$ cat config.mk
export PLATFORM = sky130hd
export DESIGN_NAME = lsh_kernel
export DESIGN_NICKNAME = d
export VERILOG_FILES = /design/src/rtl/core/lsh_pkg.sv /design/src/rtl/core/lsh_kernel.sv
export SDC_FILE = /design/constraint.sdc
export NUM_CORES = 1
export LEC_CHECK = 0
export BUFFER_PORTS_ARGS = -buffer_cell sky130_fd_sc_hd__buf_2
export CORE_MARGIN = 10
export CORE_UTILIZATION = 45
export DETAILED_ROUTE_END_ITERATION = 6
export HOLD_SLACK_MARGIN = 0.06
export PLACE_DENSITY = 0.73
export SYNTH_ARGS = -nofsm -noshare
export SYNTH_HDL_FRONTEND = slang
export SYNTH_SLANG_ARGS = --single-unit
$ cat constraint.sdc
create_clock -name clk -period 3.7 [get_ports clk]
set_clock_uncertainty 0.1 [all_clocks]
set_input_delay 0.555 -clock clk [delete_from_list [all_inputs] [get_ports clk]]
set_output_delay 0.555 -clock clk [all_outputs]
set_load 0.005 [all_outputs]
$ cat src/rtl/core/lsh_pkg.sv
`default_nettype none

package lsh_pkg;

	localparam int SMP_W      = 8;
	localparam int ROW_W      = 12;
	localparam int IDX_W      = 13;
	localparam int FW_W       = 12;
	localparam int FH_W       = 13;
	localparam int CC_W       = 3;
	localparam int CFG_IDX_W  = 2;
	localparam int CFG_DATA_W = 13;
	localparam int OUT_DATA_W = 40;

	// configuration register indexes
	localparam logic [CFG_IDX_W-1:0] REG_FRAME_WIDTH   = 2'd0;
	localparam logic [CFG_IDX_W-1:0] REG_FRAME_HEIGHT  = 2'd1;
	localparam logic [CFG_IDX_W-1:0] REG_CHANNEL_COUNT = 2'd2;

	localparam logic [FW_W-1:0] FW_RESET = 12'd640;
	localparam logic [FH_W-1:0] FH_RESET = 13'd480;
	localparam logic [CC_W-1:0] CC_RESET = 3'd1;

	localparam logic [FH_W-1:0] H_MIN = 13'd3;
	localparam logic [FH_W-1:0] H_MAX = 13'd4096;
	localparam int              W_MIN = 3;

	// position of one accepted item after counter normalization
	typedef struct packed {
		logic [ROW_W-1:0] row;
		logic [IDX_W-1:0] idx;
		logic             interior;
		logic             last_row;
	} pos_t;

	// 3x3 cross neighborhood, all row r-1 except up (row r-2)
	typedef struct packed {
		logic [SMP_W-1:0] mid_c;
		logic [SMP_W-1:0] mid_r;
		logic [SMP_W-1:0] up_c;
		logic [SMP_W-1:0] up_l;
	} pix_t;

endpackage

`default_nettype wire

$ cat src/rtl/core/lsh_kernel.sv
`default_nettype none

module lsh_kernel (
	input  wire logic                      clk,
	input  wire logic                      arst_n,
	input  wire logic                      load,
	input  wire lsh_pkg::pos_t             pos,
	input  wire logic [lsh_pkg::SMP_W-1:0] sample,
	input  wire lsh_pkg::pix_t             pix,
	output logic                           take,
	output logic                           out_valid,
	input  wire logic                      out_ready,
	output logic [lsh_pkg::SMP_W-1:0]      out_value,
	output logic [lsh_pkg::ROW_W-1:0]      out_row,
	output logic [lsh_pkg::IDX_W-1:0]      out_index,
	output logic                           out_last
);
	import lsh_pkg::*;

	logic             vld_s1;
	logic             phase_s1;
	pos_t             pos_s1;
	logic [SMP_W-1:0] smp_s1;

	logic             vld_s2;
	logic [SMP_W-1:0] val_s2;
	logic [ROW_W-1:0] row_s2;
	logic [IDX_W-1:0] idx_s2;
	logic             last_s2;

	logic             s2_free;
	logic             emit;
	logic             emit_last;
	logic [11:0]      acc;
	logic [SMP_W-1:0] sharp;

	assign s2_free   = !vld_s2 || out_ready;
	assign emit      = vld_s1 && s2_free;
	assign emit_last = phase_s1 || !pos_s1.last_row;
	assign take      = !vld_s1 || (s2_free && emit_last);

	always_comb begin
		acc = {2'b0, pix.mid_c, 2'b0} + {4'b0, pix.mid_c}
		      - {4'b0, pix.up_l} - {4'b0, pix.mid_r}
		      - {4'b0, pix.up_c} - {4'b0, smp_s1};
		if (acc[11]) begin
			sharp = '0;
		end else if (acc > 12'd255) begin
			sharp = '1;
		end else begin
			sharp = acc[SMP_W-1:0];
		end
	end

	always_ff @(posedge clk or negedge arst_n) begin
		if (!arst_n) begin
			vld_s1   <= 1'b0;
			phase_s1 <= 1'b0;
		end else if (load) begin
			vld_s1   <= 1'b1;
			phase_s1 <= 1'b0;
		end else if (emit && emit_last) begin
			vld_s1   <= 1'b0;
			phase_s1 <= 1'b0;
		end else if (emit) begin
			phase_s1 <= 1'b1;
		end
	end

	always_ff @(posedge clk) begin
		if (load) begin
			pos_s1 <= pos;
			smp_s1 <= sample;
		end
	end

	always_ff @(posedge clk or negedge arst_n) begin
		if (!arst_n) begin
			vld_s2 <= 1'b0;
		end else if (emit) begin
			vld_s2 <= 1'b1;
		end else if (out_ready) begin
			vld_s2 <= 1'b0;
		end
	end

	// last row: first the row above, then a zero for the item's own position
	always_ff @(posedge clk) begin
		if (emit) begin
			idx_s2 <= pos_s1.idx;
			if (phase_s1) begin
				val_s2  <= '0;
				row_s2  <= pos_s1.row;
				last_s2 <= 1'b1;
			end else begin
				val_s2  <= pos_s1.interior ? sharp : '0;
				row_s2  <= pos_s1.row - ROW_W'(1);
				last_s2 <= !pos_s1.last_row;
			end
		end
	end

	assign out_valid = vld_s2;
	assign out_value = val_s2;
	assign out_row   = row_s2;
	assign out_index = idx_s2;
	assign out_last  = last_s2;

	a_phase_last_row: assert property (@(posedge clk) disable iff (!arst_n)
		vld_s1 && phase_s1 |-> pos_s1.last_row)
		else $error("second result pending for an item outside the last row");

	a_first_not_last: assert property (@(posedge clk) disable iff (!arst_n)
		$rose(phase_s1) |-> vld_s2 && !last_s2)
		else $error("first of two results marked as final");

	a_take_idle_s1: assert property (@(posedge clk) disable iff (!arst_n)
		load |=> vld_s1 && !phase_s1)
		else $error("loaded item not held in stage one");

endmodule

`default_nettype wire

==> flow_summary.json <==
{
  "status": "complete, but fails checks",
  "violations": "negative setup slack",
  "clk_latency_ns": 0.33,
  "critPathArrivalTime_ns": 3.73,
  "final_common_cell": "buf_2",
  "synthFlopType": "edfxtp_1",
  "dr.pass1.iters": 4,
  "ios": 107,
  "finalHoldViolations": 0,
  "hp-class": "in2reg",
  "die_h_microns": 113,
  "dieArea_sq_um": 12700,
  "start_util": 0.465,
  "placementRows": 33,
  "max_slew_margin": 0.426,
  "slew_violations": 0,
  "cts.htree.levels": 3,
  "clockBufferDepth": 2,
  "die_x_microns": 113,
  "cts_root_buffer": "clkbuf_8",
  "period_needed_ns": 3.74,
  "place_inst": 516,
  "cap_violations": 0,
  "dp_hpwl_mm": 6.05,
  "synth_edf_count": 69,
  "max_freq_mhz": 267,
  "vias": 2480,
  "fp.coreArea_sq_um": 8300,
  "cts_tree": "yes",
  "synthesis.area_sq_um": 3860,
  "final_cell_count_no_fill": 533,
  "min_period_over_period": 1.01,
  "grt_pass1_wl_mm": 12.9,
  "setup_slack_ns": -0.0399,
  "critPathMaxFanout": 8,
  "crit_type": "in2reg",
  "async_reset_ff_frac": 0.0417,
  "ant_nets": 0,
  "drtIter0Drc": 78,
  "reg2reg_from": "smp_s1[4]",
  "cts_sinks": 72,
  "start_kind": "input port",
  "wl_per_cell_microns": 14.7,
  "grt_usage": 0.125,
  "final_core_util": 0.608,
  "r2r_slack_ns": -0.02,
  "antenna_cells": 0,
  "viasPerCell": 4.65,
  "cts_made_buffers": 9,
  "area_growth_pct": 30.9,
  "hp-start": "pos[12]",
  "pre_cts_slack_ns": -0.426,
  "drcViolationCount": 0,
  "worst_pin_slew_ns": 0.862,
  "syn_nets": 401,
  "reg2reg_depth": 14,
  "avgSynthCellArea_sq_um": 13.6,
  "synth_cell_types": 36,
  "holdPathEnd": "pos_s1[12]",
  "wl_mm": 7.85,
  "nNetsFinal": 540,
  "whs_path_depth": 1,
  "numPortBuffers": 106,
  "setup_viol": 8,
  "p_leak_nw": 2.32,
  "grt_overflow_total": 0,
  "syn_inst": 284,
  "ys_seq_area_frac": 0.557,
  "p_per_area_nw_per_um2": 657,
  "path_clk_slew_ns": 0.09,
  "peakVddDrop_mv": 0.319,
  "drive_gt1_frac": 0.423,
  "mostFrequentLayoutCells": "buf_2 (106), inv_1 (73), edfxtp_1 (69), fa_1 (28), buf_4 (20)",
  "critPathRequiredTime_ns": 3.69,
  "fin_total_pwr_mw": 3.31,
  "grt_pass1_vias": 2737,
  "yosys_register_bits": 72,
  "r2r-end": "out_value[5]",
  "antenna_found_initial": 1,
  "rsz0062_at_grt": "yes",
  "yosys_warnings": 0,
  "gp_congestion": 0.850,
  "grt_max_degree": 38,
  "worst_setup_path_end_kind": "flip-flop"
}
==> logic make-up (layout without fill, tap and decap cells) <==
group	count (synthesis)	in the layout	synth area share
buffers and inverters	78	222	0.0759
AOI/OAI and AO/OA	32	32	0.0574
adders and majority gates	46	46	0.208
and+or+nand+nor	32	32	0.0467
muxes	3	3	0.00811
xor gates and xnor gates	21	21	0.0477
DFF	72	72	0.557
==> sequential cells by signal, summed over array words and instances, names as in the netlist <==
| register | cells |
|---|---|
| out_last | 1 |
| vld_s1 | 1 |
| out_row | 12 |
| out_index | 13 |
| pos_s1 | 27 |
| out_value | 8 |
| smp_s1 | 8 |
| out_valid | 1 |
| phase_s1 | 1 |
==> cells in the mapped netlist, drive strengths merged (3+ instances only) <==
master	n	share of area
fa	30	0.16
ha	16	0.052
edfxtp	69	0.54
a21oi	15	0.020
xnor2	8	0.018
nor3	3	0.0065
a21o	3	0.0058
nor2	9	0.0088
o21ai	4	0.0052
nand2b	4	0.0065
xor2	13	0.030
nand2	6	0.0065
inv	78	0.076
o21a	3	0.0062
dfrtp	3	0.019
==> routing by layer <==
layer	global-route usage	routed length (microns)	vias up
met1	0.147	3220	1203
li1	-	-	1208
met2	0.214	4130	58
met3	0.0362	390	9
met5	0	7	-
met4	0.0406	94	2
==> worst max path at each step <==
stage,cells after the start,to,startpoint,slack (ns)
after floorplan,13,out_value[0],pix[17],-0.26
after global placement,15,out_value[6],pix[17],-0.37
after detailed placement,15,out_value[4],pix[17],-0.43
after CTS,15,out_value[4],pix[5],0.003
after global routing,14,out_value[5],smp_s1[3],-0.14
final,15,out_value[5],pix[4],-0.04
==> worst max-delay path: stages <==
cell and delay [ns]:
buf_2 0.08, inv_1 0.05, fa_1 0.50, fa_1 0.54
inv_1 0.05, fa_1 0.53, inv_1 0.06, ha_4 0.29
o211ai_1 0.11, o21a_2 0.25, a21oi_2 0.15, xor2_1 0.11
nor3_4 0.24, buf_12 0.15, a21oi_1 0.06
==> power by group <==
group          switching (mW)  total [mW]  internal [mW]
clock                   0.330       0.587          0.258
sequential             0.0296        1.04           1.01
combinational           0.847        1.69          0.844
total                    1.21        3.31           2.11
==> area by class of cell <==
cell class                      count  area (sq um)
Clock buffer                        9           124
Clock inverter                      7          61.3
Fill cell                         682          3250
Inverter                           78           300
Multi-Input combinational cell    134          1570
Sequential cell                    72          2150
Tap cell                          105           131
Timing Repair Buffer              128           711
==> through the flow <==
stage	hold slack, ns	cell area (sq um)	TNS (ns)
2_1_floorplan	0.159	3880	-2.10
3_3_place_gp	0.251	4700	-2.96
3_5_place_dp	0.255	4700	-3.31
4_1_cts	0.271	4920	0
5_1_grt	0.260	5050	-1.00
6_report	0.286	5050	-0.269
==> timing repair <==
| action | in CTS | in global routing |
|---|---|---|
| endpoints found under the setup margin | 8 | 8 |
| resized for setup | 3 | 22 |
| pin swaps | 3 | 10 |
| hold endpoints to repair | 3 | 0 |
| setup buffers | 0 | 1 |
| hold buffers | 1 | 0 |
(Power assumes the default switching activity.)
