### config.mk
export PLATFORM = sky130hd
export DESIGN_NAME = lsh_ctrl
export DESIGN_NICKNAME = d
export VERILOG_FILES = /design/src/rtl/core/lsh_pkg.sv /design/src/rtl/core/lsh_ctrl.sv
export SDC_FILE = /design/constraint.sdc
export NUM_CORES = 1
export LEC_CHECK = 0
export ABC_AREA = 1
export BUFFER_PORTS_ARGS = -buffer_cell sky130_fd_sc_hd__buf_4
export CORE_MARGIN = 2
export CORE_UTILIZATION = 50
export DETAILED_ROUTE_END_ITERATION = 6
export PLACE_DENSITY = 0.67
export SLEW_MARGIN = 40
export SYNTH_ARGS = -nofsm -noshare
export SYNTH_HDL_FRONTEND = slang
export SYNTH_SLANG_ARGS = --single-unit
export TNS_END_PERCENT = 1
### constraint.sdc
create_clock -name clk -period 9.35 [get_ports clk]
set_input_delay 1.87 -clock clk [delete_from_list [all_inputs] [get_ports clk]]
set_output_delay 1.87 -clock clk [all_outputs]
set_load 0.02 [all_outputs]
### src/rtl/core/lsh_pkg.sv
`default_nettype none

package lsh_pkg;

	localparam int SMP_W      = 8;
	localparam int ROW_W      = 12;
	localparam int IDX_W      = 13;
	localparam int FW_W       = 12;
	localparam int FH_W       = 13;
	localparam int CC_W       = 3;
	localparam int CFG_IDX_W  = 2;
	localparam int CFG_DATA_W = 13;
	localparam int OUT_DATA_W = 40;

	// configuration register indexes
	localparam logic [CFG_IDX_W-1:0] REG_FRAME_WIDTH   = 2'd0;
	localparam logic [CFG_IDX_W-1:0] REG_FRAME_HEIGHT  = 2'd1;
	localparam logic [CFG_IDX_W-1:0] REG_CHANNEL_COUNT = 2'd2;

	localparam logic [FW_W-1:0] FW_RESET = 12'd640;
	localparam logic [FH_W-1:0] FH_RESET = 13'd480;
	localparam logic [CC_W-1:0] CC_RESET = 3'd1;

	localparam logic [FH_W-1:0] H_MIN = 13'd3;
	localparam logic [FH_W-1:0] H_MAX = 13'd4096;
	localparam int              W_MIN = 3;

	// position of one accepted item after counter normalization
	typedef struct packed {
		logic [ROW_W-1:0] row;
		logic [IDX_W-1:0] idx;
		logic             interior;
		logic             last_row;
	} pos_t;

	// 3x3 cross neighborhood, all row r-1 except up (row r-2)
	typedef struct packed {
		logic [SMP_W-1:0] mid_c;
		logic [SMP_W-1:0] mid_r;
		logic [SMP_W-1:0] up_c;
		logic [SMP_W-1:0] up_l;
	} pix_t;

endpackage

`default_nettype wire

### src/rtl/core/lsh_ctrl.sv
`default_nettype none

module lsh_ctrl #(
	parameter int MAX_WIDTH    = 2048,
	parameter int MAX_CHANNELS = 4,
	parameter int IXW          = 13
) (
	input  wire logic                         clk,
	input  wire logic                         arst_n,
	input  wire logic                         cfg_we,
	input  wire logic [lsh_pkg::CFG_IDX_W-1:0]  cfg_index,
	input  wire logic [lsh_pkg::CFG_DATA_W-1:0] cfg_data,
	input  wire logic                         accept,
	output lsh_pkg::pos_t                     pos,
	output logic                              has_res,
	output logic [IXW-1:0]                    rd_addr,
	output logic [lsh_pkg::CC_W-1:0]          step
);
	import lsh_pkg::*;

	localparam int BW = IXW + 1;
	localparam logic [13:0] MAXW = 14'(MAX_WIDTH);
	localparam logic [CC_W-1:0] MAXC = CC_W'(MAX_CHANNELS);

	logic [FW_W-1:0]  fw_q;
	logic [FH_W-1:0]  fh_q;
	logic [CC_W-1:0]  cc_q;
	logic [ROW_W-1:0] row_q;
	logic [IXW-1:0]   idx_q;

	logic [13:0]      w_cl;
	logic [FH_W-1:0]  h_cl;
	logic [CC_W-1:0]  c_cl;
	logic [BW-1:0]    bytes;
	logic             wrap_i;
	logic [FH_W-1:0]  r_a;
	logic [FH_W-1:0]  r_n;
	logic [FH_W-1:0]  r_inc;
	logic [IXW-1:0]   i_n;
	logic [BW-1:0]    i_inc;

	always_ff @(posedge clk or negedge arst_n) begin
		if (!arst_n) begin
			fw_q <= FW_RESET;
			fh_q <= FH_RESET;
			cc_q <= CC_RESET;
		end else if (cfg_we) begin
			case (cfg_index)
				REG_FRAME_WIDTH:   fw_q <= cfg_data[FW_W-1:0];
				REG_FRAME_HEIGHT:  fh_q <= cfg_data[FH_W-1:0];
				REG_CHANNEL_COUNT: cc_q <= cfg_data[CC_W-1:0];
				default: ;
			endcase
		end
	end

	always_comb begin
		if ({2'b0, fw_q} < 14'(W_MIN)) begin
			w_cl = 14'(W_MIN);
		end else if ({2'b0, fw_q} > MAXW) begin
			w_cl = MAXW;
		end else begin
			w_cl = {2'b0, fw_q};
		end
		if (fh_q < H_MIN) begin
			h_cl = H_MIN;
		end else if (fh_q > H_MAX) begin
			h_cl = H_MAX;
		end else begin
			h_cl = fh_q;
		end
		if (cc_q == '0) begin
			c_cl = CC_W'(1);
		end else if (cc_q > MAXC) begin
			c_cl = MAXC;
		end else begin
			c_cl = cc_q;
		end
		bytes = BW'(w_cl * c_cl);

		// restart counters that a register change left out of range
		wrap_i = {1'b0, idx_q} >= bytes;
		r_a    = wrap_i ? ({1'b0, row_q} + FH_W'(1)) : {1'b0, row_q};
		r_n    = (r_a >= h_cl) ? '0 : r_a;
		i_n    = wrap_i ? '0 : idx_q;
		i_inc  = {1'b0, i_n} + BW'(1);
		r_inc  = r_n + FH_W'(1);

		pos.row      = r_n[ROW_W-1:0];
		pos.idx      = IDX_W'(i_n);
		pos.interior = (r_n >= FH_W'(2)) && ({1'b0, i_n} >= BW'(c_cl))
		               && ({1'b0, i_n} < (bytes - BW'(c_cl)));
		pos.last_row = (r_n == (h_cl - FH_W'(1)));
		has_res      = (r_n != '0);
		rd_addr      = i_n;
		step         = c_cl;
	end

	always_ff @(posedge clk or negedge arst_n) begin
		if (!arst_n) begin
			row_q <= '0;
			idx_q <= '0;
		end else if (accept) begin
			if (i_inc >= bytes) begin
				idx_q <= '0;
				row_q <= (r_inc >= h_cl) ? '0 : r_inc[ROW_W-1:0];
			end else begin
				idx_q <= i_inc[IXW-1:0];
				row_q <= r_n[ROW_W-1:0];
			end
		end
	end

	a_idx_range: assert property (@(posedge clk) disable iff (!arst_n)
		accept && !cfg_we |=> {1'b0, idx_q} < bytes)
		else $error("index counter beyond row length after an item");

	a_row_range: assert property (@(posedge clk) disable iff (!arst_n)
		accept && !cfg_we |=> {1'b0, row_q} < h_cl)
		else $error("row counter beyond frame height after an item");

endmodule

`default_nettype wire

==> flow_results.xml, run 1 <==
<?xml version="1.0" encoding="UTF-8"?>
<metrics>
  <group name="timing">
    <metric name="finClkSkew" unit="ns">0.007847</metric>
    <metric name="finalHoldViolCount" unit="">0</metric>
    <metric name="maxSlewViolCount" unit="">0</metric>
    <metric name="timing.final.crit_period" unit="ns">8.920</metric>
    <metric name="finalHoldWorstSlack" unit="ns">0.4924</metric>
    <metric name="max-slew-margin-rel" unit="%">53.14</metric>
    <metric name="final.period_utilization" unit="%">95.41</metric>
    <metric name="highest_clock_rate" unit="GHz">0.1121</metric>
    <metric name="transition_time_at_the_pin_with_the_least_slew_margin" unit="ns">0.6956</metric>
    <metric name="final-setup-viol-count" unit="">0</metric>
  </group>
  <group name="status">
    <metric name="run_status" unit="">finished clean</metric>
  </group>
  <group name="synthesis">
    <metric name="yosysSeqAreaShare" unit="%">18.05</metric>
    <metric name="ys.warnings.count" unit="">0</metric>
    <metric name="yosys.area.top_type_share" unit="%">15.56</metric>
    <metric name="postSynthRegisterBits" unit="">53</metric>
    <metric name="syn-instance-count" unit="">1080</metric>
    <metric name="postSynth.topFlopCell" unit="">sky130_fd_sc_hd__dfrtp_1</metric>
    <metric name="async_reset_ff_share" unit="%">100.0</metric>
    <metric name="synth.largest_area_cell" unit="">sky130_fd_sc_hd__dfrtp_1</metric>
    <metric name="ys_top_cells_by_area" unit="">sky130_fd_sc_hd__dfrtp_1 16%, sky130_fd_sc_hd__ha_1 15%, sky130_fd_sc_hd__nand2_1 13%</metric>
    <metric name="synth_edf_count" unit="">0</metric>
    <metric name="synthMostInstantiatedCell" unit="">sky130_fd_sc_hd__nand2_1</metric>
    <metric name="synth.cell_area" unit="µm²">7396</metric>
    <metric name="syn_avg_cell_area" unit="µm²">6.848</metric>
    <metric name="synth_simple_gate_area_share" unit="%">35.24</metric>
    <metric name="synth-compound-area-share" unit="%">9.778</metric>
    <metric name="synthXorXnorAreaFrac" unit="%">6.615</metric>
    <metric name="synth_top_family_by_area" unit="">simple AND/OR/NAND/NOR gates</metric>
    <metric name="synth_cell_types" unit="">58</metric>
    <metric name="yosys.area_share.adder" unit="%">18.14</metric>
    <metric name="synth_nets" unit="">1199</metric>
    <metric name="multiplexer_share_of_the_synthesized_area" unit="%">0</metric>
    <metric name="yosys-top-cells-count" unit="">257 x sky130_fd_sc_hd__nand2_1, 163 x sky130_fd_sc_hd__inv_1, 93 x sky130_fd_sc_hd__nor2_1, 88 x sky130_fd_sc_hd__ha_1, 73 x sky130_fd_sc_hd__nand3_1</metric>
  </group>
  <group name="cells_and_area">
    <metric name="number_of_inserted_filler_cells_in_the_final_layout" unit="">1399</metric>
    <metric name="n_antenna_cell" unit="">0</metric>
    <metric name="area_of_the_multi_input_gates" unit="µm²">5270</metric>
    <metric name="layout_overhead_on_the_synthesized_area" unit="%">14.13</metric>
    <metric name="share_of_final_layout_standard_cells_stronger_than_drive_strength_1" unit="%">18.17</metric>
    <metric name="utilization" unit="%">58.30</metric>
    <metric name="num-nets-final" unit="">1274</metric>
    <metric name="register_area" unit="µm²">1336</metric>
    <metric name="final_cell_area" unit="µm²">8441</metric>
    <metric name="stdcell_count" unit="">1340</metric>
  </group>
  <group name="setup_path">
    <metric name="timing.critical_path.to_type" unit="">output port</metric>
    <metric name="critPathLaunchType" unit="">register</metric>
    <metric name="cp-startpoint" unit="">fw_q[6]$_DFFE_PN0P_</metric>
    <metric name="worst-setup-path-type" unit="">register to output port</metric>
    <metric name="crit_path_max_fanout" unit="">16</metric>
    <metric name="reg2reg_slack" unit="ns">0.70</metric>
    <metric name="critical-path-slowest-cell" unit="">sky130_fd_sc_hd__fa_1</metric>
    <metric name="worst_ep_arrival_time" unit="ns">7.05</metric>
    <metric name="rr_startpoint" unit="">fw_q[6]$_DFFE_PN0P_</metric>
    <metric name="path_common_cell" unit="">sky130_fd_sc_hd__nand2_1</metric>
    <metric name="r2r_end" unit="">row_q[6]$_DFFE_PN0P_</metric>
    <metric name="crit_required" unit="ns">7.48</metric>
    <metric name="critical_path.max_stage_delay" unit="ns">0.54</metric>
    <metric name="timing.reg2reg.worst_path_depth" unit="">60</metric>
  </group>
  <group name="place">
    <metric name="dp_hpwl" unit="µm">16320</metric>
    <metric name="number_of_buffer_cells_added_on_primary_ports" unit="">62</metric>
    <metric name="numPlacedInstances" unit="">1307</metric>
    <metric name="place_area" unit="µm²">7970</metric>
    <metric name="gpl.final_weighted_congestion" unit="">0.9883</metric>
  </group>
  <group name="detailed_routing">
    <metric name="first_iter_violations" unit="">649</metric>
    <metric name="vias" unit="">7219</metric>
    <metric name="drt-vias-per-instance" unit="">5.387</metric>
    <metric name="drt_wl_total" unit="µm">20740</metric>
    <metric name="avgRoutedWirePerCell" unit="µm">15.48</metric>
    <metric name="drcViolationCount" unit="">0</metric>
    <metric name="drtAntennaViolNets" unit="">0</metric>
    <metric name="drt_first_pass_iters" unit="">7</metric>
  </group>
  <group name="worst_hold_path">
    <metric name="hold_path.class" unit="">register to register</metric>
    <metric name="min_delay_path_depth" unit="">2</metric>
    <metric name="hold_start" unit="">cc_q[1]$_DFFE_PN0P_</metric>
    <metric name="hold_end" unit="">cc_q[1]$_DFFE_PN0P_</metric>
  </group>
  <group name="pwr">
    <metric name="p_comb_share" unit="%">83.6</metric>
    <metric name="power.share.sequential" unit="%">10.4</metric>
    <metric name="swShare" unit="%">58.00</metric>
    <metric name="power.static_leakage" unit="nW">4.497</metric>
    <metric name="clkPwrFrac" unit="%">6.0</metric>
    <metric name="power_switching" unit="W">0.001981</metric>
    <metric name="irDropWorstVdd" unit="µV">163.3</metric>
    <metric name="p_int" unit="W">0.001434</metric>
    <metric name="power_per_cell_area" unit="nW/µm²">404.6</metric>
  </group>
  <group name="clock_tree">
    <metric name="cts_made_buffers" unit="">5</metric>
    <metric name="clock-root-buffer" unit="">sky130_fd_sc_hd__clkbuf_16</metric>
    <metric name="insertion_delay" unit="ns">0.31</metric>
    <metric name="max-clock-path-buffers" unit="">2</metric>
    <metric name="cts_sinks" unit="">53</metric>
    <metric name="clk_transition_reported_paths" unit="ns">0.08</metric>
    <metric name="ctsHtreeMaxLevel" unit="">2</metric>
    <metric name="holdBufCountCts" unit="">0</metric>
    <metric name="cts_tree" unit="">done</metric>
  </group>
  <group name="grt">
    <metric name="number_of_antenna_violations_at_the_first_check_in_global_routing" unit="">0</metric>
    <metric name="grt_remaining_overflow" unit="">0</metric>
    <metric name="number_of_global_route_vias_before_repair" unit="">6406</metric>
    <metric name="wire_length_of_the_first_global_routing_pass" unit="µm">33030</metric>
    <metric name="grt_use_total" unit="%">25.63</metric>
    <metric name="grt_start_max_net_pins" unit="">54</metric>
  </group>
  <group name="die">
    <metric name="top_level_ports" unit="">63</metric>
    <metric name="row_count" unit="">44</metric>
    <metric name="core_region_area" unit="µm²">14480</metric>
    <metric name="fp.dieW" unit="µm">125.6</metric>
    <metric name="start_util" unit="%">51.08</metric>
    <metric name="die-area" unit="µm²">15780</metric>
    <metric name="chipHeight" unit="µm">125.6</metric>
  </group>
  <group name="job">
    <metric name="max-cap-violations" unit="">0</metric>
  </group>
</metrics>
-- kinds of logic after synthesis --
kind of cell	count (synthesis)
compound gates	127
xor+xnor	55
fa+ha+maj	100
buf+inv	210
flops	53
simple gates	535
-- through the flow --
| stage | setup slack, ns | power [W] | setup TNS, ns |
|---|---|---|---|
| 6_report | 0.4296 | 0.003415 | 0 |
| 5_1_grt | -0.09166 | 0.003735 | -0.5619 |
| 4_1_cts | 0.006564 | 0.003221 | 0 |
| 3_5_place_dp | 0.1932 | 0.002985 | 0 |
| 3_3_place_gp | 0.1866 | 0.002976 | 0 |
| 2_1_floorplan | 0.3615 | 0.002311 | 0 |
-- cell type report --
type,count,area share [%]
Tap cell,184,2.728
Clock buffer,5,1.482
Timing Repair Buffer,101,9.309
Clock inverter,3,0.3409
Inverter,175,7.871
Multi-Input combinational cell,819,62.44
Sequential cell,53,15.83
-- critical path, delay by kind of cell (launching register included) --
kind | cells | cell delay, ns
AND/OR/NAND/NOR | 23 | 2.76
AO/OA/AOI/OAI | 5 | 0.64
buffers and inverters | 10 | 1.18
flip-flops | 1 | 0.43
adder cells (fa/ha/maj) | 4 | 1.44
XOR/XNOR | 1 | 0.27
-- placed cells by master (no fill, tap or decap), types with 5 or more instances in the layout --
master                        n
sky130_fd_sc_hd__nand2_1    254
sky130_fd_sc_hd__inv_1      163
sky130_fd_sc_hd__buf_4       97
sky130_fd_sc_hd__nor2_1      91
sky130_fd_sc_hd__ha_1        86
sky130_fd_sc_hd__nand3_1     71
sky130_fd_sc_hd__dfrtp_1     45
sky130_fd_sc_hd__o21ai_0     44
sky130_fd_sc_hd__xor2_1      39
sky130_fd_sc_hd__a21oi_1     33
sky130_fd_sc_hd__o21ai_1     21
sky130_fd_sc_hd__nor3_1      20
sky130_fd_sc_hd__nand4_1     20
sky130_fd_sc_hd__xnor2_1     14
sky130_fd_sc_hd__nand2_2     12
sky130_fd_sc_hd__nand3_2     11
sky130_fd_sc_hd__nor2_2      11
sky130_fd_sc_hd__fa_1        11
sky130_fd_sc_hd__inv_2        9
sky130_fd_sc_hd__nand3_4      8
sky130_fd_sc_hd__dfstp_2      7
sky130_fd_sc_hd__nor2_4       6
sky130_fd_sc_hd__nor3_2       5
sky130_fd_sc_hd__nor4_1       5
sky130_fd_sc_hd__clkbuf_16    5
-- state kept, by name, summed over array words and instances, names as in the netlist --
name   cells
cc_q       3
fh_q      13
row_q     12
idx_q     13
fw_q      12
-- repair_timing --
action | CTS | global route
endpoints found under the setup margin | 2 | 15
gates cloned | 1 | 1
pin swaps | 1 | 10
gates resized for setup | 2 | 27
buffers inserted | 0 | 23
-- per-layer routing --
metal	track usage [%]	wire length [µm]	vias to the layer above
met5	0	0	-
met4	5.948	348	0
met3	2.804	1228	29
met2	39.78	9207	250
met1	38.35	9956	3316
li1	-	-	3624
-- how the worst max path moves through the flow --
| stage | endpoint | slack [ns] |
|---|---|---|
| finish | pos[1] | 0.43 |
| global route | pos[0] | -0.09 |
| CTS | pos[0] | 0.007 |
| detailed placement | pos[0] | 0.19 |
| global placement | pos[0] | 0.19 |
| floorplan | pos[0] | 0.36 |
-- power by group through the flow --
stage               Combinational, W  Sequential (W)  Clock, W
floorplan                    0.00198        0.000333         0
global placement             0.00262        0.000358         0
detailed placement           0.00263        0.000358         0
CTS                          0.00265        0.000355  0.000211
global route                 0.00315        0.000364  0.000219
finish                       0.00285        0.000356  0.000205
(Power assumes the default switching activity.)
==> run 2, diff against run 1 <==
==> constraint.sdc (replaced) <==
create_clock -name clk -period 9.35 [get_ports clk]
set_input_delay 2.805 -clock clk [delete_from_list [all_inputs] [get_ports clk]]
set_output_delay 2.805 -clock clk [all_outputs]
set_load 0.02 [all_outputs]
==> run 2 against run 1 <==
Compared with the run above: the run now ends with negative setup slack left; via count increased by 3.1%; final cell count up 3.4%; core utilization rose by 6.7 points; non-clock buffer count grew 45; die area did not move; critical path depth increased by 1; sequential share of layout area is 1.6 points lower.
==> flow_results.xml, run 2 (synthesis results as in run 1) <==
<?xml version="1.0" encoding="UTF-8"?>
<metrics>
  <group name="place">
    <metric name="place_area" unit="µm²">8320</metric>
    <metric name="number_of_buffer_cells_added_on_primary_ports" unit="">62</metric>
    <metric name="gpl.final_weighted_congestion" unit="">0.9813</metric>
    <metric name="dp_hpwl" unit="µm">16610</metric>
    <metric name="dp_worst_setup_slack" unit="ns">-0.08040</metric>
  </group>
  <group name="grt">
    <metric name="grt_use_total" unit="%">27.08</metric>
    <metric name="number_of_antenna_violations_at_the_first_check_in_global_routing" unit="">0</metric>
    <metric name="wire_length_of_the_first_global_routing_pass" unit="µm">34910</metric>
    <metric name="grt_remaining_overflow" unit="">0</metric>
    <metric name="grt_start_max_net_pins" unit="">54</metric>
    <metric name="number_of_global_route_vias_before_repair" unit="">6830</metric>
  </group>
  <group name="detailed_routing">
    <metric name="drcViolationCount" unit="">0</metric>
    <metric name="drt-vias-per-instance" unit="">5.375</metric>
    <metric name="first_iter_violations" unit="">626</metric>
    <metric name="vias" unit="">7445</metric>
    <metric name="drt_wl_total" unit="µm">22160</metric>
    <metric name="drt_first_pass_iters" unit="">5</metric>
    <metric name="avgRoutedWirePerCell" unit="µm">16.00</metric>
    <metric name="drtAntennaViolNets" unit="">0</metric>
  </group>
  <group name="clock_tree">
    <metric name="cts_tree" unit="">done</metric>
    <metric name="clock-root-buffer" unit="">sky130_fd_sc_hd__clkbuf_16</metric>
    <metric name="max-clock-path-buffers" unit="">2</metric>
    <metric name="insertion_delay" unit="ns">0.31</metric>
    <metric name="cts_made_buffers" unit="">5</metric>
    <metric name="cts_sinks" unit="">53</metric>
    <metric name="ctsHtreeMaxLevel" unit="">2</metric>
    <metric name="clk_transition_reported_paths" unit="ns">0.08</metric>
    <metric name="holdBufCountCts" unit="">0</metric>
  </group>
  <group name="status">
    <metric name="run_status" unit="">finished with violations</metric>
    <metric name="violated_checks" unit="">negative setup slack</metric>
  </group>
  <group name="cells_and_area">
    <metric name="num-nets-final" unit="">1319</metric>
    <metric name="share_of_final_layout_standard_cells_stronger_than_drive_strength_1" unit="%">28.06</metric>
    <metric name="final_cell_area" unit="µm²">9405</metric>
    <metric name="mostFrequentLayoutCell" unit="">sky130_fd_sc_hd__nand2_1</metric>
    <metric name="number_of_inserted_filler_cells_in_the_final_layout" unit="">1262</metric>
    <metric name="n_antenna_cell" unit="">0</metric>
    <metric name="layout_overhead_on_the_synthesized_area" unit="%">27.17</metric>
    <metric name="layout_common_cells" unit="">231 x sky130_fd_sc_hd__nand2_1, 144 x sky130_fd_sc_hd__inv_1, 125 x sky130_fd_sc_hd__buf_4</metric>
    <metric name="reg_top3" unit="">fh_q (13), idx_q (13)</metric>
  </group>
  <group name="setup_path">
    <metric name="critPathLaunchType" unit="">register</metric>
    <metric name="timing.reg2reg.worst_path_depth" unit="">58</metric>
    <metric name="rr_startpoint" unit="">fw_q[7]$_DFFE_PN1P_</metric>
    <metric name="worst_ep_arrival_time" unit="ns">6.99</metric>
    <metric name="r2r_end" unit="">row_q[4]$_DFFE_PN0P_</metric>
    <metric name="timing.critical_path.to_type" unit="">output port</metric>
    <metric name="reg2reg_slack" unit="ns">0.49</metric>
    <metric name="crit_required" unit="ns">6.55</metric>
    <metric name="worst-setup-path-type" unit="">register to output port</metric>
    <metric name="critical-path-slowest-cell" unit="">sky130_fd_sc_hd__fa_1</metric>
    <metric name="crit_path_max_fanout" unit="">6</metric>
    <metric name="critical_path.max_stage_delay" unit="ns">0.58</metric>
    <metric name="path_common_cell" unit="">sky130_fd_sc_hd__nand2_1</metric>
  </group>
  <group name="worst_hold_path">
    <metric name="hold_path.class" unit="">register to register</metric>
    <metric name="min_delay_path_depth" unit="">2</metric>
    <metric name="hold_start" unit="">cc_q[0]$_DFFE_PN1P_</metric>
    <metric name="hold_end" unit="">cc_q[0]$_DFFE_PN1P_</metric>
  </group>
  <group name="timing">
    <metric name="final.period_utilization" unit="%">104.7</metric>
    <metric name="max-slew-margin-rel" unit="%">53.00</metric>
    <metric name="transition_time_at_the_pin_with_the_least_slew_margin" unit="ns">0.7050</metric>
    <metric name="timing.final.crit_period" unit="ns">9.794</metric>
    <metric name="finalHoldViolCount" unit="">0</metric>
    <metric name="finalHoldWorstSlack" unit="ns">0.4972</metric>
    <metric name="final-setup-viol-count" unit="">6</metric>
    <metric name="highest_clock_rate" unit="GHz">0.1021</metric>
    <metric name="rsz0062_at_grt" unit="">yes</metric>
    <metric name="finClkSkew" unit="ns">0.006089</metric>
    <metric name="setup-tns-final" unit="ns">-1.383</metric>
    <metric name="maxSlewViolCount" unit="">0</metric>
    <metric name="setup_ws" unit="ns">-0.4437</metric>
  </group>
  <group name="die">
    <metric name="start_util" unit="%">51.08</metric>
    <metric name="fp.dieW" unit="µm">125.6</metric>
    <metric name="row_count" unit="">44</metric>
    <metric name="die-area" unit="µm²">15780</metric>
    <metric name="top_level_ports" unit="">63</metric>
    <metric name="chipHeight" unit="µm">125.6</metric>
    <metric name="core_region_area" unit="µm²">14480</metric>
  </group>
  <group name="job">
    <metric name="max-cap-violations" unit="">0</metric>
  </group>
</metrics>
## run 2: cell count changes in the layout (fill, tap and decap cells not counted), moves of 6 or more
cell	change
sky130_fd_sc_hd__inv_1	-19
sky130_fd_sc_hd__nand2_2	+16
sky130_fd_sc_hd__inv_4	+7
sky130_fd_sc_hd__nand2_1	-23
sky130_fd_sc_hd__nor2_4	+6
sky130_fd_sc_hd__ha_4	+13
sky130_fd_sc_hd__ha_1	-14
sky130_fd_sc_hd__nor2_1	-10
sky130_fd_sc_hd__buf_4	+28
sky130_fd_sc_hd__buf_6	+12
sky130_fd_sc_hd__inv_2	+12
## run 2: critical path, delay by kind of cell, from the launching register on
kind                     cells  cell delay (ns)
AND/OR/NAND/NOR             22             2.21
adder cells (fa/ha/maj)      4             1.47
buffers and inverters       11             1.14
AO/OA/AOI/OAI                6             1.01
flip-flops                   1             0.53
XOR/XNOR                     1             0.26
## run 2: worst max path at each step
stage / depth (start not counted) / start / to
6_report: 44 / fw_q[7]$_DFFE_PN1P_ / pos[0]
5_1_grt: 44 / fw_q[7]$_DFFE_PN1P_ / pos[0]
4_1_cts: 48 / fw_q[7]$_DFFE_PN1P_ / pos[0]
3_5_place_dp: 43 / fw_q[7]$_DFFE_PN1P_ / pos[0]
3_3_place_gp: 45 / fw_q[2]$_DFFE_PN0P_ / pos[0]
2_1_floorplan: 47 / fw_q[7]$_DFFE_PN1P_ / pos[0]
## run 2: cell type report
| type | count | area (µm²) | share of cell area [%] |
|---|---|---|---|
| tap | 184 | 230.2 | 2.448 |
| clock inverter | 3 | 50.05 | 0.5321 |
| timing repair inverter | 1 | 5.005 | 0.05321 |
| timing repair buffer | 146 | 1249 | 13.28 |
| sequential | 53 | 1335 | 14.19 |
| inverter | 175 | 681.9 | 7.250 |
| clock buffer | 5 | 125.1 | 1.330 |
| multi-input combinational | 818 | 5729 | 60.92 |
## run 2: per-layer routing
metal  track usage, %  routed length, µm  up-vias
li1                 -                  -     3723
met1            40.15              10230     3448
met2            42.45              10140      234
met3            2.974               1318       40
met4            6.275                467        0
met5                0                  0        -
## run 2: through the flow
| stage | instances | util, % |
|---|---|---|
| 6_report | 1385 | 64.96 |
| 5_1_grt | 1385 | 64.96 |
| 4_1_cts | 1363 | 60.52 |
| 3_5_place_dp | 1340 | 57.47 |
| 3_3_place_gp | 1340 | 57.42 |
| 2_1_floorplan | 1080 | - |
## run 2: timing repair
action	CTS	global route
pin swaps	21	63
gates cloned	3	1
endpoints found under the setup margin	3	23
gates resized for setup	33	107
setup buffers	12	21
Power of run 2 is not shown: default switching activity piles up to over one toggle a cycle in this logic, so the estimate is an artifact.
==> run 3, diff against run 2 <==
Settings changed: PLACE_DENSITY 0.67 to 0.69, SKIP_LAST_GASP set to 1.
Clock period 9.35 ns to 8 ns, I/O delays scaled along.
==> run 3 against run 2 <==
Compared with the run above: the run still ends with negative setup slack left; register-to-register slack got worse by 1.4 ns; highest routed layer unchanged; final cell count grew 8.1%; clock-buffer cell count unchanged; flip-flop and latch count did not move; worst hold slack lost 0.0056 ns; worst setup slack lost 0.89 ns; via count is 6.1% higher; first-iteration DRC count up 2.1%; die area is the same; core utilization grew 4.3 points.
==> flow_results.xml, run 3 (synthesis results as in run 1) <==
<?xml version="1.0" encoding="UTF-8"?>
<metrics>
  <group name="place">
    <metric name="gpl.final_weighted_congestion" unit="">0.9356</metric>
    <metric name="place_area" unit="µm²">9274</metric>
    <metric name="number_of_buffer_cells_added_on_primary_ports" unit="">62</metric>
    <metric name="dp_hpwl" unit="µm">17670</metric>
    <metric name="dp_worst_setup_slack" unit="ns">-0.8973</metric>
  </group>
  <group name="pwr">
    <metric name="irDropWorstVdd" unit="µV">225.9</metric>
    <metric name="power_per_cell_area" unit="nW/µm²">511.8</metric>
    <metric name="power.static_leakage" unit="nW">5.309</metric>
  </group>
  <group name="timing">
    <metric name="transition_time_at_the_pin_with_the_least_slew_margin" unit="ns">0.7041</metric>
    <metric name="final-setup-viol-count" unit="">29</metric>
    <metric name="max-slew-margin-rel" unit="%">52.95</metric>
    <metric name="final.period_utilization" unit="%">116.6</metric>
    <metric name="highest_clock_rate" unit="GHz">0.1072</metric>
    <metric name="timing.final.crit_period" unit="ns">9.329</metric>
    <metric name="setup_ws" unit="ns">-1.329</metric>
    <metric name="finClkSkew" unit="ns">0.008892</metric>
    <metric name="finalHoldViolCount" unit="">0</metric>
    <metric name="maxSlewViolCount" unit="">0</metric>
    <metric name="rsz0062_at_grt" unit="">yes</metric>
  </group>
  <group name="clock_tree">
    <metric name="cts_made_buffers" unit="">5</metric>
    <metric name="clock-root-buffer" unit="">sky130_fd_sc_hd__clkbuf_16</metric>
    <metric name="max-clock-path-buffers" unit="">2</metric>
    <metric name="insertion_delay" unit="ns">0.31</metric>
    <metric name="clk_transition_reported_paths" unit="ns">0.08</metric>
    <metric name="holdBufCountCts" unit="">0</metric>
    <metric name="cts_tree" unit="">done</metric>
    <metric name="cts_sinks" unit="">53</metric>
    <metric name="ctsHtreeMaxLevel" unit="">2</metric>
  </group>
  <group name="status">
    <metric name="run_status" unit="">finished with violations</metric>
    <metric name="violated_checks" unit="">negative setup slack</metric>
  </group>
  <group name="worst_hold_path">
    <metric name="min_delay_path_depth" unit="">2</metric>
    <metric name="hold_path.class" unit="">register to register</metric>
  </group>
  <group name="grt">
    <metric name="grt_use_total" unit="%">27.02</metric>
    <metric name="wire_length_of_the_first_global_routing_pass" unit="µm">34820</metric>
    <metric name="grt_start_max_net_pins" unit="">54</metric>
    <metric name="grt_remaining_overflow" unit="">0</metric>
    <metric name="number_of_global_route_vias_before_repair" unit="">7188</metric>
    <metric name="number_of_antenna_violations_at_the_first_check_in_global_routing" unit="">0</metric>
  </group>
  <group name="setup_path">
    <metric name="worst_path_dominant_cell_family" unit="">simple AND/OR/NAND/NOR gates</metric>
    <metric name="worst-setup-path-type" unit="">register to output port</metric>
    <metric name="critical-path-slowest-cell" unit="">sky130_fd_sc_hd__fa_1</metric>
    <metric name="timing.critical_path.to_type" unit="">output port</metric>
    <metric name="crit_required" unit="ns">5.60</metric>
    <metric name="timing.reg2reg.worst_path_depth" unit="">59</metric>
    <metric name="worst-path-stages" unit="">46</metric>
    <metric name="critPathLaunchType" unit="">register</metric>
    <metric name="worst_ep_arrival_time" unit="ns">6.93</metric>
    <metric name="critPathBufInv" unit="">11</metric>
    <metric name="critical_path.max_stage_delay" unit="ns">0.54</metric>
    <metric name="crit_path_max_fanout" unit="">8</metric>
  </group>
  <group name="cells_and_area">
    <metric name="num-nets-final" unit="">1431</metric>
    <metric name="final_cell_area" unit="µm²">10030</metric>
    <metric name="layout_overhead_on_the_synthesized_area" unit="%">35.65</metric>
    <metric name="reg_top3" unit="">fh_q (13), idx_q (13)</metric>
    <metric name="layout_common_cells" unit="">248 x sky130_fd_sc_hd__buf_4, 238 x sky130_fd_sc_hd__nand2_1, 149 x sky130_fd_sc_hd__inv_1</metric>
    <metric name="mostFrequentLayoutCell" unit="">sky130_fd_sc_hd__buf_4</metric>
    <metric name="share_of_final_layout_standard_cells_stronger_than_drive_strength_1" unit="%">32.52</metric>
    <metric name="n_antenna_cell" unit="">0</metric>
  </group>
  <group name="die">
    <metric name="core_region_area" unit="µm²">14480</metric>
    <metric name="start_util" unit="%">51.08</metric>
    <metric name="fp.dieW" unit="µm">125.6</metric>
    <metric name="chipHeight" unit="µm">125.6</metric>
    <metric name="top_level_ports" unit="">63</metric>
    <metric name="row_count" unit="">44</metric>
    <metric name="die-area" unit="µm²">15780</metric>
  </group>
  <group name="detailed_routing">
    <metric name="avgRoutedWirePerCell" unit="µm">15.23</metric>
    <metric name="drt-vias-per-instance" unit="">5.276</metric>
    <metric name="drt_first_pass_iters" unit="">5</metric>
    <metric name="drcViolationCount" unit="">0</metric>
    <metric name="vias" unit="">7898</metric>
    <metric name="drtAntennaViolNets" unit="">0</metric>
    <metric name="first_iter_violations" unit="">639</metric>
    <metric name="drt_wl_total" unit="µm">22810</metric>
  </group>
  <group name="job">
    <metric name="max-cap-violations" unit="">0</metric>
  </group>
</metrics>
-- run 3: changes by cell type in the layout (fill, tap and decap cells not counted), moves of 3 or more --
| cell | before | now |
|---|---|---|
| sky130_fd_sc_hd__buf_4 | 125 | 248 |
| sky130_fd_sc_hd__buf_6 | 14 | 5 |
| sky130_fd_sc_hd__nand2_1 | 231 | 238 |
| sky130_fd_sc_hd__inv_1 | 144 | 149 |
| sky130_fd_sc_hd__ha_1 | 72 | 76 |
| sky130_fd_sc_hd__inv_4 | 8 | 4 |
| sky130_fd_sc_hd__nand2_2 | 28 | 24 |
| sky130_fd_sc_hd__nor2_1 | 81 | 85 |
| sky130_fd_sc_hd__ha_4 | 14 | 11 |
-- run 3: final timing paths --
check	slack [ns]	to	start
setup reg to reg	-0.86	row_q[3]$_DFFE_PN0P_	fw_q[2]$_DFFE_PN0P_
hold reg to reg	0.49	fw_q[1]$_DFFE_PN0P_	fw_q[1]$_DFFE_PN0P_
min in group asynchronous	2.12	idx_q[8]$_DFFE_PN0P_	arst_n
setup / recovery	-1.33	pos[1]	fw_q[2]$_DFFE_PN0P_
hold / removal	0.49	fw_q[1]$_DFFE_PN0P_	fw_q[1]$_DFFE_PN0P_
max in group asynchronous	5.40	fh_q[4]$_DFFE_PN0P_	arst_n
-- run 3: where the power goes --
part | switching, W | total (W) | internal [W] | leakage, nW
clock | 0.000119 | 0.000239 | 0.000121 | 0.0763
combinational | 0.00249 | 0.00449 | 0.00199 | 4.57
sequential | 0.0000728 | 0.000409 | 0.000336 | 0.663
total | 0.00268 | 0.00513 | 0.00245 | 5.31
-- run 3: what timing repair did --
action	in CTS	in global routing
cloned	0	1
endpoints found under the setup margin	27	66
resized for setup	0	94
pin swaps	2	59
setup buffers	3	18
-- run 3: tightest hold or removal path: cells and delay by family, from the launching register on --
kind | cells | cell delay [ns]
DFF | 1 | 0.35
AOI/OAI and AO/OA | 1 | 0.06
and+or+nand+nor | 1 | 0.05
-- run 3: cell type report --
cell class,count,area (µm²)
Multi-Input combinational cell,818,5608
Tap cell,184,230.2
Timing Repair Buffer,259,2033
Fill cell,1206,4447
Clock buffer,5,125.1
Sequential cell,53,1335
Clock inverter,3,28.78
Inverter,175,671.9
-- run 3: per-stage QoR --
step,total power (W),utilization [%],hold WS [ns],std cells,TNS [ns]
detailed placement,0.004304,64.05,0.4737,1467,-13.16
global route,0.005550,69.29,0.5400,1497,-43.52
finish,0.005135,69.29,0.4916,1497,-24.56
floorplan,0.002760,-,0.4530,1080,-7.308
global placement,0.004250,64.05,0.4674,1467,-9.059
CTS,0.004602,65.44,0.4940,1478,-19.24
-- run 3: layer usage --
metal	up-vias	routed length [µm]	share of wire [%]	global-route usage [%]
met4	0	590	2.6	6.405
met1	3662	10310	45	38.29
met3	47	1343	5.9	3.314
met5	-	0	0	0
li1	3934	-	-	-
met2	255	10560	46	44.13
